[src/design/segment_plot_distance_lookup_macros.svh]
// Assertion helpers used by the lookup design file.
`ifndef SEGMENT_PLOT_DISTANCE_LOOKUP_MACROS_SVH
`define SEGMENT_PLOT_DISTANCE_LOOKUP_MACROS_SVH

// Same-cycle implication, disabled in reset.
`define SPL_ASSERT_NOW(lbl, clk, rst_n, ante, cons, msg) \
    lbl: assert property (@(posedge clk) disable iff (!rst_n) (ante) |-> (cons)) \
        else $error(msg);

// Next-cycle implication, disabled in reset.
`define SPL_ASSERT_NEXT(lbl, clk, rst_n, ante, cons, msg) \
    lbl: assert property (@(posedge clk) disable iff (!rst_n) (ante) |=> (cons)) \
        else $error(msg);

`endif

[src/design/spl_pkg.sv]
package spl_pkg;

    localparam int MAX_SEGMENTS_DEF = 64;
    localparam int TWO_PI_Q12       = 25736;
    localparam int SUM_MAX          = 4194303;
    localparam int FRAC_ONE         = 65536;

    typedef enum logic [1:0] {
        KIND_CLEAR  = 2'd0,
        KIND_APPEND = 2'd1,
        KIND_QUERY  = 2'd2
    } t_kind;

    typedef enum logic [1:0] {
        CFG_END_HEADING  = 2'd0,
        CFG_END_PRESSURE = 2'd1,
        CFG_ROTATION     = 2'd2,
        CFG_SMOOTH_MODE  = 2'd3
    } t_cfg_idx;

    // status of the serial divider towards the sequencer
    typedef struct packed {
        logic busy;
        logic done;
    } t_div_stat;

    // heading difference wrapped into [-pi, pi], ties to an even quotient
    function automatic logic signed [15:0] wrap_angle(input logic signed [16:0] diff);
        logic signed [18:0] sh;
        logic [2:0]         qp;
        logic signed [18:0] r;
        sh = 19'(diff) + 19'(3 * TWO_PI_Q12);
        qp = 3'd0;
        for (int k = 1; k <= 5; k++) begin
            if (sh >= 19'(k * TWO_PI_Q12)) begin
                qp = 3'(k);
            end
        end
        r = sh - 19'(int'(qp) * TWO_PI_Q12);
        // quotient is qp - 3, so it is odd when qp is even
        if ((r * 2 > TWO_PI_Q12) || ((r * 2 == TWO_PI_Q12) && !qp[0])) begin
            r = r - 19'(TWO_PI_Q12);
        end
        return 16'(r);
    endfunction

endpackage

[src/design/spl_ram.sv]
module spl_ram import spl_pkg::*; #(
    parameter int WIDTH = 48,
    parameter int DEPTH = MAX_SEGMENTS_DEF
) (
    input  logic                     i_clk,
    input  logic                     i_we,
    input  logic [$clog2(DEPTH)-1:0] i_waddr,
    input  logic [WIDTH-1:0]         i_wdata,
    input  logic [$clog2(DEPTH)-1:0] i_raddr,
    output logic [WIDTH-1:0]         o_rdata
);

    logic [WIDTH-1:0] r_mem [DEPTH];
    logic [WIDTH-1:0] r_rdata;

    always_ff @(posedge i_clk) begin
        if (i_we) begin
            r_mem[i_waddr] <= i_wdata;
        end
        r_rdata <= r_mem[i_raddr];
    end

    assign o_rdata = r_rdata;

endmodule

[config.mk]
export PLATFORM = sky130hd
export DESIGN_NAME = spl_ram
export DESIGN_NICKNAME = d
export VERILOG_FILES = /design/src/design/segment_plot_distance_lookup_macros.svh /design/src/design/spl_pkg.sv /design/src/design/spl_ram.sv
export SDC_FILE = /design/constraint.sdc
export NUM_CORES = 2
export LEC_CHECK = 0
export BUFFER_PORTS_ARGS = -buffer_cell sky130_fd_sc_hd__buf_4
export CORE_ASPECT_RATIO = 0.8
export CORE_MARGIN = 1
export CORE_UTILIZATION = 60
export DETAILED_ROUTE_END_ITERATION = 8
export PLACE_DENSITY_LB_ADDON = 0.1
export SYNTH_ARGS = -nofsm -noshare
export SYNTH_HDL_FRONTEND = slang
export SYNTH_SLANG_ARGS = --single-unit
[constraint.sdc]
create_clock -name i_clk -period 15.5 [get_ports i_clk]
set_input_delay 2.325 -clock i_clk [delete_from_list [all_inputs] [get_ports i_clk]]
set_output_delay 2.325 -clock i_clk [all_outputs]
set_load 0.05 [all_outputs]
* Word level (Yosys, flattened, before mapping)
Memory sizes are Yosys's and may differ from the RTL's. A register that Yosys moved wholly into a read port is not among the register bits.
Index checks and enable logic that the tools add are counted.
** Storage, ports and cells
- Output and inout bits :: 48
- Bits in writable memories :: 3072
- Logic and storage cells :: 3
- Register bits after elaboration :: 0
- Memories :: 1
- Input port bits :: 62
** Memory list
- r_mem :: words 64, width 48, rd ports 1, clocked after memory_dff 1, write ports 1, line spl_ram.sv:13 : logic [WIDTH-1:0] r_mem [DEPTH];
** Cells by class
- Muxes and demuxes :: 2
** Operators by type and width (number)
- two-way mux 1 bit :: 2

* Logic depth before layout (Yosys ltp)
- Depth in word-level cells :: 2
- Depth in mapped cells :: 9
- Depth with buffers taken out :: 5

* Worst setup path before layout
No wires, ideal clock.
- Path kind :: input -> register
- Start :: input port i_waddr[3]
- End :: memory r_mem[48][0] (enable)
- Stages :: 4
- Setup time :: 513 ps
- Path buffers :: 1
- Slack :: 8890 ps
- Arrival time :: 6097 ps
- Required time :: 14987 ps
- Cells stage by stage :: clkbuf_1 nor2b_1 nand4b_1 nor3_1
** RTL lines
- start, declared :: line spl_ram.sv:7 : input logic [$clog2(DEPTH)-1:0] i_waddr,
- end, declared :: line spl_ram.sv:13
No word-level cell before the write port.

==> impl_metrics.toml <==
[outcome]
status = "finished clean"

[route]
ant_nets = 0
vias = 57556
routed_via_density = 7.17
detail_route.wl_per_cell_um = 39.3
drt_drc_violations_left = 0
drt-pass1-iter-count = 6
detail_route.iter0.violations = 8665
wire_length_after_detailed_routing_um = 315000

[clock_network]
clock_insertion_delay_worst_skew_ns = 0.93
cts-resized-gates = 0
clockBufferDepth = 4
post_cts_hold_buffer_count = 0
cts.sink_count = 3120
cts_tree = "yes"
cts-root-buf = "clkbuf_16"
cts-buffers-inserted = 304
cts_setup_buffers = 0
clkSlewWorstSetupHoldPaths_ns = 0.06
max_h_tree_level = 5

[min_path]
holdCritPathClass = "reg2reg"
worst_hold_path.endpoint = "o_rdata[4]"
hold_path_startpoint = "r_mem[58][4]"
hold_depth = 4

[grt]
grt_antenna_before_repair = 26
grt_overflow_total = 0
grt_start_max_net_pins = 120
grt_pass1_vias = 55665
global_route.usage.total_pct = 32.6
grt_pass1_wl_um = 438000

[die]
dieHeight_um = 397
initial_core_utilization_pct = 60.6
core_box_area_um2 = 193000
boundaryPins = 110
std_cell_rows = 144
die-area_um2 = 197000
chipWidth_um = 496

[logic_synthesis]
netlist_area_um2 = 117000
syn_nets = 5032
synthCells = 4970
synth_edf_count = 3072
synth.distinct_cells = 36
number_of_synthesis_warnings = 0
synth_seq_area_share_pct = 79.6
post_synth.cell_area_avg_um2 = 23.6
ys_async_sr_fraction_pct = 0
yosys_register_bits = 3120
synth_top_flop_cell = "edfxtp_1"

[cells_and_area]
flow.area_growth_from_synthesis_pct = 11.4
mostFrequentLayoutCell = "edfxtp_1"
final-seq-area_um2 = 93200
layout.cells.most_common_list = "edfxtp_1, mux4_2, clkbuf_16"
proportion_of_layout_cells_with_a_drive_suffix_above_1_pct = 27.4
final_core_utilization_pct = 67.5
filler_cell_count_in_the_final_layout = 11901
multiInputGateArea_um2 = 22900
finalInstanceArea_um2 = 130000
final_layout_net_count = 5312

[timing]
grt_setup_unrepaired = "no"
setup_violations = 0
fin_ws_ns = 9.39
max_freq_mhz = 164
fin_tns_setup_ns = 0
count_of_endpoints_failing_hold_in_the_final_timing_report = 0
worst-slew-pin-transition_ns = 1.31
final.period_utilization_pct = 39.4
finalCriticalPeriod_ns = 6.11
final-max-slew-violation-count = 0
max_slew_margin_pct = 13.0
finalClockSkew_ns = 0.0541

[setup_path]
timing.critical_path.to_type = "flop"
r2r-start = "r_mem[12][21]"
timing.setup.critical_path_class = "in2reg"
critical_path.max_fanout = 100
rr_endpoint = "o_rdata[21]"
worst_ep_arrival_time_ns = 6.90
crit_path_start_kind = "primary input"
reg2regPathDepth = 5
reg_to_reg_slack_setup_ns = 13.05
required_arrival_time_at_the_worst_endpoint_ns = 16.29

[placement]
post-dp-hpwl_um = 168000
preCtsSetupSlack_ns = 8.35
placement.io_buffers = 109
finalWeightedCongestion = 0.801
placement.cell_area_um2 = 121000

[run]
timing.max_cap.violations = 0

[power]
p_per_area_nw_per_um2 = 132
ir_drop_mv = 0.0925
leakagePower_nw = 40.4
[kinds of logic (layout without fill, tap and decap cells)]
family / after synthesis / count (layout) / share of synthesized area (%)
AO/OA/AOI/OAI: 486 / 486 / 3.02
buffers and inverters: 282 / 775 / 1.28
flip-flops: 3120 / 3120 / 79.6
multiplexers: 829 / 829 / 15.2
other: 0 / 14 / 0
AND/OR/NAND/NOR: 253 / 253 / 0.957
[worst max-delay path, cell delays in order]
cell	delay, ns
buf_16	0.52
buf_4	0.75
buf_4	0.86
buf_4	0.89
mux4_2	0.60
a22oi_1	0.30
nand2_1	0.09
o22ai_1	0.17
nor2_1	0.08
[worst max-delay path by stage]
stage / cells after the start / end / slack (ns) / from
final: 9 / o_rdata[44] / 9.39 / i_raddr[0]
after global routing: 9 / o_rdata[44] / 8.96 / i_raddr[0]
after CTS: 9 / o_rdata[44] / 9.33 / i_raddr[0]
after detailed placement: 9 / o_rdata[44] / 8.35 / i_raddr[0]
after global placement: 9 / o_rdata[44] / 8.40 / i_raddr[0]
after floorplan: 4 / r_mem[48][0] / 8.89 / i_waddr[3]
[flip-flops by register name, summed over array words and instances, names as in the netlist]
register and flops:
r_mem 3072, o_rdata 48
[per-stage QoR]
stage	hold slack [ns]	total power, mW	instances
2_1_floorplan	0.710	10.0	4970
3_3_place_gp	0.791	10.4	7499
3_5_place_dp	0.797	10.4	7499
4_1_cts	0.807	17.2	8018
5_1_grt	0.850	17.6	8026
6_report	0.805	17.2	8032
[cells in the mapped netlist, types with 4 or more instances]
cell | n | area (um^2)
a31o_2 | 5 | 43.8
mux2i_1 | 63 | 631
buf_6 | 11 | 124
buf_4 | 62 | 465
nand3_1 | 7 | 35.0
nor2b_1 | 24 | 150
nand2_1 | 55 | 206
or3b_2 | 4 | 35.0
o22ai_1 | 122 | 763
nand3b_1 | 5 | 37.5
o221ai_1 | 28 | 245
mux4_2 | 754 | 17000
a22oi_1 | 72 | 541
edfxtp_1 | 3072 | 92200
mux2_2 | 12 | 135
a221oi_1 | 83 | 727
buf_1 | 12 | 45.0
buf_2 | 98 | 490
clkbuf_1 | 98 | 368
a22o_1 | 57 | 499
nor2_1 | 132 | 495
a21oi_1 | 74 | 370
nand2b_1 | 10 | 62.6
a211oi_1 | 32 | 240
a311oi_1 | 11 | 96.3
dfxtp_1 | 48 | 961
[layer usage]
| metal | part of all wire (%) | wire, um | track usage, % |
|---|---|---|---|
| met5 | 0.016 | 52 | 0 |
| met4 | 3.1 | 9710 | 10.0 |
| met3 | 12 | 37100 | 7.73 |
| met2 | 47 | 148000 | 49.4 |
| met1 | 38 | 120000 | 47.9 |
[where the power goes]
group / internal (mW) / switching [mW] / total, mW
sequential: 9.34 / 0.0398 / 9.38
clock: 3.89 / 3.01 / 6.91
combinational: 0.298 / 0.573 / 0.872
total: 13.5 / 3.63 / 17.2
[cell type report]
type / instances / share of cell area [%]
well taps: 2555 / 2.45
clock buffers: 405 / 6.27
repair buffers: 256 / 1.54
flip-flops and latches: 3120 / 71.5
diodes: 14 / 0.0269
multi-input cells: 1568 / 17.6
clock inverters: 114 / 0.651
Power figures use the tool's default switching activity.
