==> config.mk <==
export PLATFORM = sky130hd
export DESIGN_NAME = spl_div
export DESIGN_NICKNAME = d
export VERILOG_FILES = /design/src/design/segment_plot_distance_lookup_macros.svh /design/src/design/spl_pkg.sv /design/src/design/spl_div.sv
export SDC_FILE = /design/constraint.sdc
export NUM_CORES = 1
export LEC_CHECK = 0
export ABC_AREA = 1
export BUFFER_PORTS_ARGS = -buffer_cell sky130_fd_sc_hd__clkbuf_2
export CAP_MARGIN = 20
export CORE_ASPECT_RATIO = 1.4
export CORE_MARGIN = 1
export CORE_UTILIZATION = 49
export CTS_CLUSTER_DIAMETER = 60
export DETAILED_ROUTE_END_ITERATION = 7
export PLACE_DENSITY_LB_ADDON = 0.2
export SYNTH_ARGS = -nofsm -noshare
export SYNTH_HDL_FRONTEND = slang
export SYNTH_SLANG_ARGS = --single-unit
==> constraint.sdc <==
create_clock -name i_clk -period 2.65 [get_ports i_clk]
set_clock_uncertainty 0.05 [all_clocks]
set_input_delay 0 -clock i_clk [delete_from_list [all_inputs] [get_ports i_clk]]
set_output_delay 0 -clock i_clk [all_outputs]
set_load 0.05 [all_outputs]
==> src/design/segment_plot_distance_lookup_macros.svh <==
// Assertion helpers used by the lookup design file.
`ifndef SEGMENT_PLOT_DISTANCE_LOOKUP_MACROS_SVH
`define SEGMENT_PLOT_DISTANCE_LOOKUP_MACROS_SVH

// Same-cycle implication, disabled in reset.
`define SPL_ASSERT_NOW(lbl, clk, rst_n, ante, cons, msg) \
    lbl: assert property (@(posedge clk) disable iff (!rst_n) (ante) |-> (cons)) \
        else $error(msg);

// Next-cycle implication, disabled in reset.
`define SPL_ASSERT_NEXT(lbl, clk, rst_n, ante, cons, msg) \
    lbl: assert property (@(posedge clk) disable iff (!rst_n) (ante) |=> (cons)) \
        else $error(msg);

`endif

==> src/design/spl_pkg.sv <==
package spl_pkg;

    localparam int MAX_SEGMENTS_DEF = 64;
    localparam int TWO_PI_Q12       = 25736;
    localparam int SUM_MAX          = 4194303;
    localparam int FRAC_ONE         = 65536;

    typedef enum logic [1:0] {
        KIND_CLEAR  = 2'd0,
        KIND_APPEND = 2'd1,
        KIND_QUERY  = 2'd2
    } t_kind;

    typedef enum logic [1:0] {
        CFG_END_HEADING  = 2'd0,
        CFG_END_PRESSURE = 2'd1,
        CFG_ROTATION     = 2'd2,
        CFG_SMOOTH_MODE  = 2'd3
    } t_cfg_idx;

    // status of the serial divider towards the sequencer
    typedef struct packed {
        logic busy;
        logic done;
    } t_div_stat;

    // heading difference wrapped into [-pi, pi], ties to an even quotient
    function automatic logic signed [15:0] wrap_angle(input logic signed [16:0] diff);
        logic signed [18:0] sh;
        logic [2:0]         qp;
        logic signed [18:0] r;
        sh = 19'(diff) + 19'(3 * TWO_PI_Q12);
        qp = 3'd0;
        for (int k = 1; k <= 5; k++) begin
            if (sh >= 19'(k * TWO_PI_Q12)) begin
                qp = 3'(k);
            end
        end
        r = sh - 19'(int'(qp) * TWO_PI_Q12);
        // quotient is qp - 3, so it is odd when qp is even
        if ((r * 2 > TWO_PI_Q12) || ((r * 2 == TWO_PI_Q12) && !qp[0])) begin
            r = r - 19'(TWO_PI_Q12);
        end
        return 16'(r);
    endfunction

endpackage

==> src/design/spl_div.sv <==
// Restoring divider, one quotient bit per cycle. Dividend below divisor.
module spl_div import spl_pkg::*; (
    input  logic        i_clk,
    input  logic        i_rst_n,
    input  logic        i_start,
    input  logic [15:0] i_dividend,
    input  logic [15:0] i_divisor,
    output t_div_stat   o_stat,
    output logic [15:0] o_quot
);

    logic [15:0] r_rem, n_rem;
    logic [15:0] r_quot, n_quot;
    logic [15:0] r_dvs;
    logic [4:0]  r_cnt;
    logic        r_busy;
    logic        r_done;
    logic [16:0] rem2;
    logic        ge;

    always_comb begin
        rem2   = {r_rem, 1'b0};
        ge     = rem2 >= {1'b0, r_dvs};
        n_rem  = ge ? 16'(rem2 - {1'b0, r_dvs}) : rem2[15:0];
        n_quot = {r_quot[14:0], ge};
    end

    always_ff @(posedge i_clk) begin
        if (!i_rst_n) begin
            r_busy <= 1'b0;
            r_done <= 1'b0;
            r_cnt  <= '0;
        end else begin
            r_done <= 1'b0;
            if (i_start) begin
                r_busy <= 1'b1;
                r_cnt  <= 5'd16;
            end else if (r_busy) begin
                r_cnt <= r_cnt - 5'd1;
                if (r_cnt == 5'd1) begin
                    r_busy <= 1'b0;
                    r_done <= 1'b1;
                end
            end
        end
    end

    always_ff @(posedge i_clk) begin
        if (i_start) begin
            r_rem  <= i_dividend;
            r_dvs  <= i_divisor;
            r_quot <= '0;
        end else if (r_busy) begin
            r_rem  <= n_rem;
            r_quot <= n_quot;
        end
    end

    assign o_stat = '{busy: r_busy, done: r_done};
    assign o_quot = r_quot;

endmodule

## After elaboration in Yosys (flattened, before gate mapping)

Cells that the tools add are included.

- $add $sub $neg: 2
- Magnitude comparators: 1
- Equality and inequality tests: 1
- Muxes and demuxes: 9
- Bitwise gates (word level): 2
- Reductions and logical operators: 3

Operators with widths:

| operator | count |
|---|---|
| 16-bit 2-to-1 mux | 3 |
| 17-bit by 16-bit greater-or-equal comparator with 1-bit output | 1 |
| 16-bit subtractor | 1 |
| 5-bit 2-to-1 mux | 2 |
| 5-bit by 1-bit equality test with 1-bit output (second input constant) | 1 |
| 5-bit by 1-bit subtractor with 5-bit output (second input constant) | 1 |
| 1-bit 2-to-1 mux | 4 |
| 3-bit OR reduction | 1 |
| 1-bit NOT | 2 |
| 2-bit nonzero test | 1 |
| 2-bit OR reduction | 1 |

- Bits in registers: 55
- Output and inout port bits: 18
- Word-level logic and storage cells: 25

## Longest topological paths before layout

- Word-level depth: 4
- Gate-level depth with buffers: 14
- Gate-level depth less buffers: 14

## Worst setup path before layout

No wires, ideal clock.

- Path kind: register -> register
- Start point: register r_rem[0]
- End point: register r_rem[0], data pin
- Arrival: 1632 ps
- Required time: 2347 ps
- Path slack: 714 ps
- Stages on the path, launching flop included: 12
- Period minus slack after synthesis: 1936 ps
- Cells stage by stage: edfxtp_1 ha_1 ha_1 nand2_1 nor2_1 nand3_1 nor2_4 nor2_4 nand2_4 buf_12 nand3_1 nand2_1

- Cells in the longest elaborated chain, start to end: 4

RTL lines:

| element | RTL line | text |
|---|---|---|
| start: declaration | spl_div.sv:12 | `logic [15:0] r_rem, n_rem;` |
| start signal: assignment | spl_div.sv:50 | `r_rem <= i_dividend;` |
| start signal: assignment | spl_div.sv:54 | `r_rem <= n_rem;` |
| 17-bit by 16-bit greater-or-equal comparator with 1-bit output | spl_div.sv:23 | `ge = rem2 >= {1'b0, r_dvs};` |
| 16-bit 2-to-1 mux | spl_div.sv:24 | `n_rem = ge ? 16'(rem2 - {1'b0, r_dvs}) : rem2[15:0];` |
| 16-bit 2-to-1 mux | spl_div.sv:53 | `end else if (r_busy) begin` |
| 16-bit 2-to-1 mux | spl_div.sv:49 | `if (i_start) begin` |

Every way passes these cells. The select of a mux whose other input is x is not followed.
A chain may end at the register's enable or synchronous reset.

## Worst setup path after layout

- Start point: register r_rem[12]
- End point: register r_rem[14], data pin

- Cells in the longest elaborated chain, start to end: 4
- Elaborated cells on any way between the ends: 5
- Those cells by class: add/sub: 1; order compare: 1; mux: 3

RTL lines:

| element | RTL line |
|---|---|
| 16-bit subtractor / 17-bit by 16-bit greater-or-equal comparator with 1-bit output (equally long branches) | spl_div.sv:24, spl_div.sv:23 |
| 16-bit 2-to-1 mux (*) | spl_div.sv:24 |
| 16-bit 2-to-1 mux (*) | spl_div.sv:53 |
| 16-bit 2-to-1 mux (*) | spl_div.sv:49 |

Mark *: on every way between the ends. The rest lies on a longest branch, timed or not. The select of a mux whose other input is x is not followed.

==> reports/results.txt <==
Status -> finished, final reports clean
Net Sw Frac -> 39.2%
Die extent in y -> 101 um
Gpl congestion -> 0.949
Final net count -> 587
Prevailing post-synth register cell -> edfxtp_1
FF-to-FF End -> r_rem[14]
Worst IR drop on VDD -> 444 uV
Pwr Density -> 635 mW/mm^2
Slew Limit Fails -> 0
DR DRC count -> 0
Launching point of the worst reg2reg path -> r_rem[12]
F_max -> 432 MHz
Post-Layout Cell Count -> 626
Final instance area -> 0.00422 sq mm
Final ANT Viol Nets -> 0
Global-route wire length before repair -> 13.2 mm
Worst reg-to-reg setup slack -> 0.33 ns
Leading post-synthesis cells by cell area -> edfxtp_1 (28%), nand2_1 (14%), dfxtp_1 (13%)
Area grow syn2layout -> 22.0%
Hold Crit Class -> primary input to flop
P_leak -> 0.00212 uW
Final Hold Vio Count -> 0
Die X -> 73.0 um
Clock-pin slew on the worst setup and hold paths -> 0.11 ns
CTS buffer count -> 5
NetSw -> 1050 uW
Worst Max-Slew Pin Slew -> 0.459 ns
Root buffer cell -> clkbuf_8
Vias in the first global route -> 3093
Skew-Pair Late Insertion Delay -> 0.31 ns
Mapped Avg Cell Area -> 7.76 sq um
Hold endpoint -> o_quot[0]
Post-synth top area cell -> edfxtp_1
Final setup TNS -> 0 ns
Placed insts -> 585
Worst Path Class, Setup -> flop to flop
Cell with the most instances after synthesis -> nand2_1
Slowest cell delay on critical path -> 0.45 ns
Core Box Area -> 0.00670 sq mm
Port Buffers -> 52
Most used cell, CP -> nand2_1
Area share of the largest cell type after synthesis -> 27.8%
WP buf/inv -> 4
Power share of the combinational group -> 41.8%
Ys async rst share -> 0%
Synth Warn # -> 0
Max-cap violations -> 0
Worst endpoint data arrival time -> 2.35 ns
Clock buffer depth -> 2
Largest net degree at the start of global routing -> 34
Starting density of the core -> 51.7%
Share of total power in the clock network -> 18.9%
Mapped Nets -> 500
Ant diodes -> 0
Initial antenna violation count -> 0
All-Layer GR Usage -> 23.3%
CTS Sinks -> 55
Cell count after synthesis -> 446
Critical Path Slowest Stage Cell -> edfxtp_1
EDFF count, synth -> 32
Final wirelength -> 8.10 mm
Design Power -> 2680 uW
Critical Path Source Type -> flop
Fill count -> 594
Setup bufs post-CTS -> 0
Delay-heaviest family, CP -> simple AND/OR/NAND/NOR gates
Via count -> 3102
WL/cell -> 12.9 um
Path depth of the worst reg2reg path -> 14
Synth unique cells -> 36
Post-synth top cells -> nand2_1 (128), inv_1 (84), edfxtp_1 (32), nand3_1 (32), dfxtp_1 (23)
Total grt overflow -> 0
Worst EP required -> 2.68 ns
DP HPWL -> 6.04 mm
Slew headroom -> 69.3%
DIE AREA -> 0.00741 sq mm
Final worst path period need -> 2.32 ns
Final setup fails -> 0
Placed cell areas -> 0.00380 sq mm
#FFs+latches synth -> 55
Post-DR vias/cell -> 4.96
CTS H-tree lvls -> 2
Sequential share of the synthesized area -> 41.1%
Post_cts resized -> 0
Hold Path Stages -> 4
Crit-path cells -> ha_1 > nand2_2 > inv_2 > nand2_1 > inv_2 > nand2_1 > nand2_1 > nor2_4 > buf_4 > nand3_1 > nand2_1 > inv_1 > nand2_1 > nand2_1
Post-Syn Area -> 0.00346 sq mm
CTS tree -> done
I/O pins -> 53
Final Cycle Share -> 87.4%
CP Capture Type -> flop
Worst Path Max Fanout -> 9
# rows -> 35
RSZ-0062 raised after global routing -> no
Layout cell share with drive strength beyond 1 -> 19.7%
Drt first pass iters -> 4
Launch point of the worst hold path -> i_start
Starting DRT DRC Count -> 140
Reg power frac -> 39.3%
Internal power -> 1630 uW
==> flip-flops by register name, indices dropped and copies added (netlist names) <==
signal,flops
r_dvs,16
r_rem,16
r_done,1
r_cnt,5
r_busy,1
o_quot,16
==> per-layer routing <==
metal / global-route usage (%) / wire length, um / up-vias / part of all wire [%]
li1: - / - / 1588 / -
met1: 25.5 / 3340 / 1396 / 41
met2: 42.4 / 4080 / 88 / 50
met3: 3.28 / 316 / 30 / 3.9
met4: 13.1 / 367 / 0 / 4.5
met5: 0 / 0 / - / 0
==> cells in the final DEF, fill, tap and decap left out, types with 3 or more instances in the layout <==
cell type	instances
inv_2	3
xor2_1	3
xnor2_1	4
nand2_2	15
dfxtp_1	23
o22ai_1	14
clkbuf_8	5
nor2_2	5
edfxtp_1	32
buf_4	6
nand4_1	6
clkbuf_2	52
nand3_2	10
ha_1	18
dlygate4sd3_1	33
inv_1	84
nand3_1	32
nor2_1	19
nor3_1	4
a21oi_1	9
nand3b_1	11
nand2_1	128
==> tightest hold or removal path, stage by stage <==
cell	delay, ns
clkbuf_2	0.10
inv_1	0.21
nand3_2	0.15
o21ai_2	0.05
==> cell families (layout without fill, tap and decap cells) <==
| logic type | count (synthesis) | count (layout) | synth area share, % |
|---|---|---|---|
| flops | 55 | 55 | 41.1 |
| buf+inv | 98 | 186 | 11.9 |
| compound gates | 29 | 29 | 5.10 |
| fa+ha+maj | 19 | 19 | 7.08 |
| simple gates | 238 | 238 | 33.1 |
| xor+xnor | 7 | 7 | 1.77 |
==> worst max-delay path by stage <==
stage | start | end | slack (ns) | depth (start not counted)
6_report | r_rem[12] | r_rem[14] | 0.33 | 14
5_1_grt | r_rem[10] | r_rem[14] | 0.19 | 14
4_1_cts | r_rem[12] | r_rem[14] | 0.36 | 14
3_5_place_dp | r_rem[12] | r_rem[14] | 0.39 | 14
3_3_place_gp | r_rem[13] | r_rem[14] | 0.40 | 14
2_1_floorplan | r_rem[0] | r_rem[0] | 0.71 | 11
==> layout make-up <==
cell class              count  area [sq um]  share of cell area, %
repair buffers             91           636                   15.0
flip-flops and latches     55          1420                   33.6
clock inverters             3          26.3                  0.622
clock buffers               5          68.8                   1.63
multi-input cells         293          1630                   38.6
inverters                  87           327                   7.73
well taps                  92           115                   2.73
==> stage by stage <==
stage	hold slack, ns	worst slack, ns	utilization (%)
final	0.183	0.333	63.0
after global routing	0.219	0.191	63.0
after CTS	0.197	0.364	63.0
after detailed placement	0.129	0.390	56.7
after global placement	0.126	0.397	56.7
after floorplan	0.0489	0.714	-
==> power groups by stage <==
stage | registers [uW] | logic (uW) | clock network [uW]
2_1_floorplan | 1070 | 860 | 0
3_3_place_gp | 1070 | 1060 | 0
3_5_place_dp | 1070 | 1070 | 0
4_1_cts | 1060 | 1120 | 513
5_1_grt | 1060 | 1260 | 542
6_report | 1050 | 1120 | 505
==> repair_timing <==
| item | CTS | global route |
|---|---|---|
| hold endpoints to repair | 37 | 0 |
| hold buffers | 33 | 0 |
| setup endpoints to repair | 0 | 0 |
No activity file was read; power rests on OpenSTA's default activity.
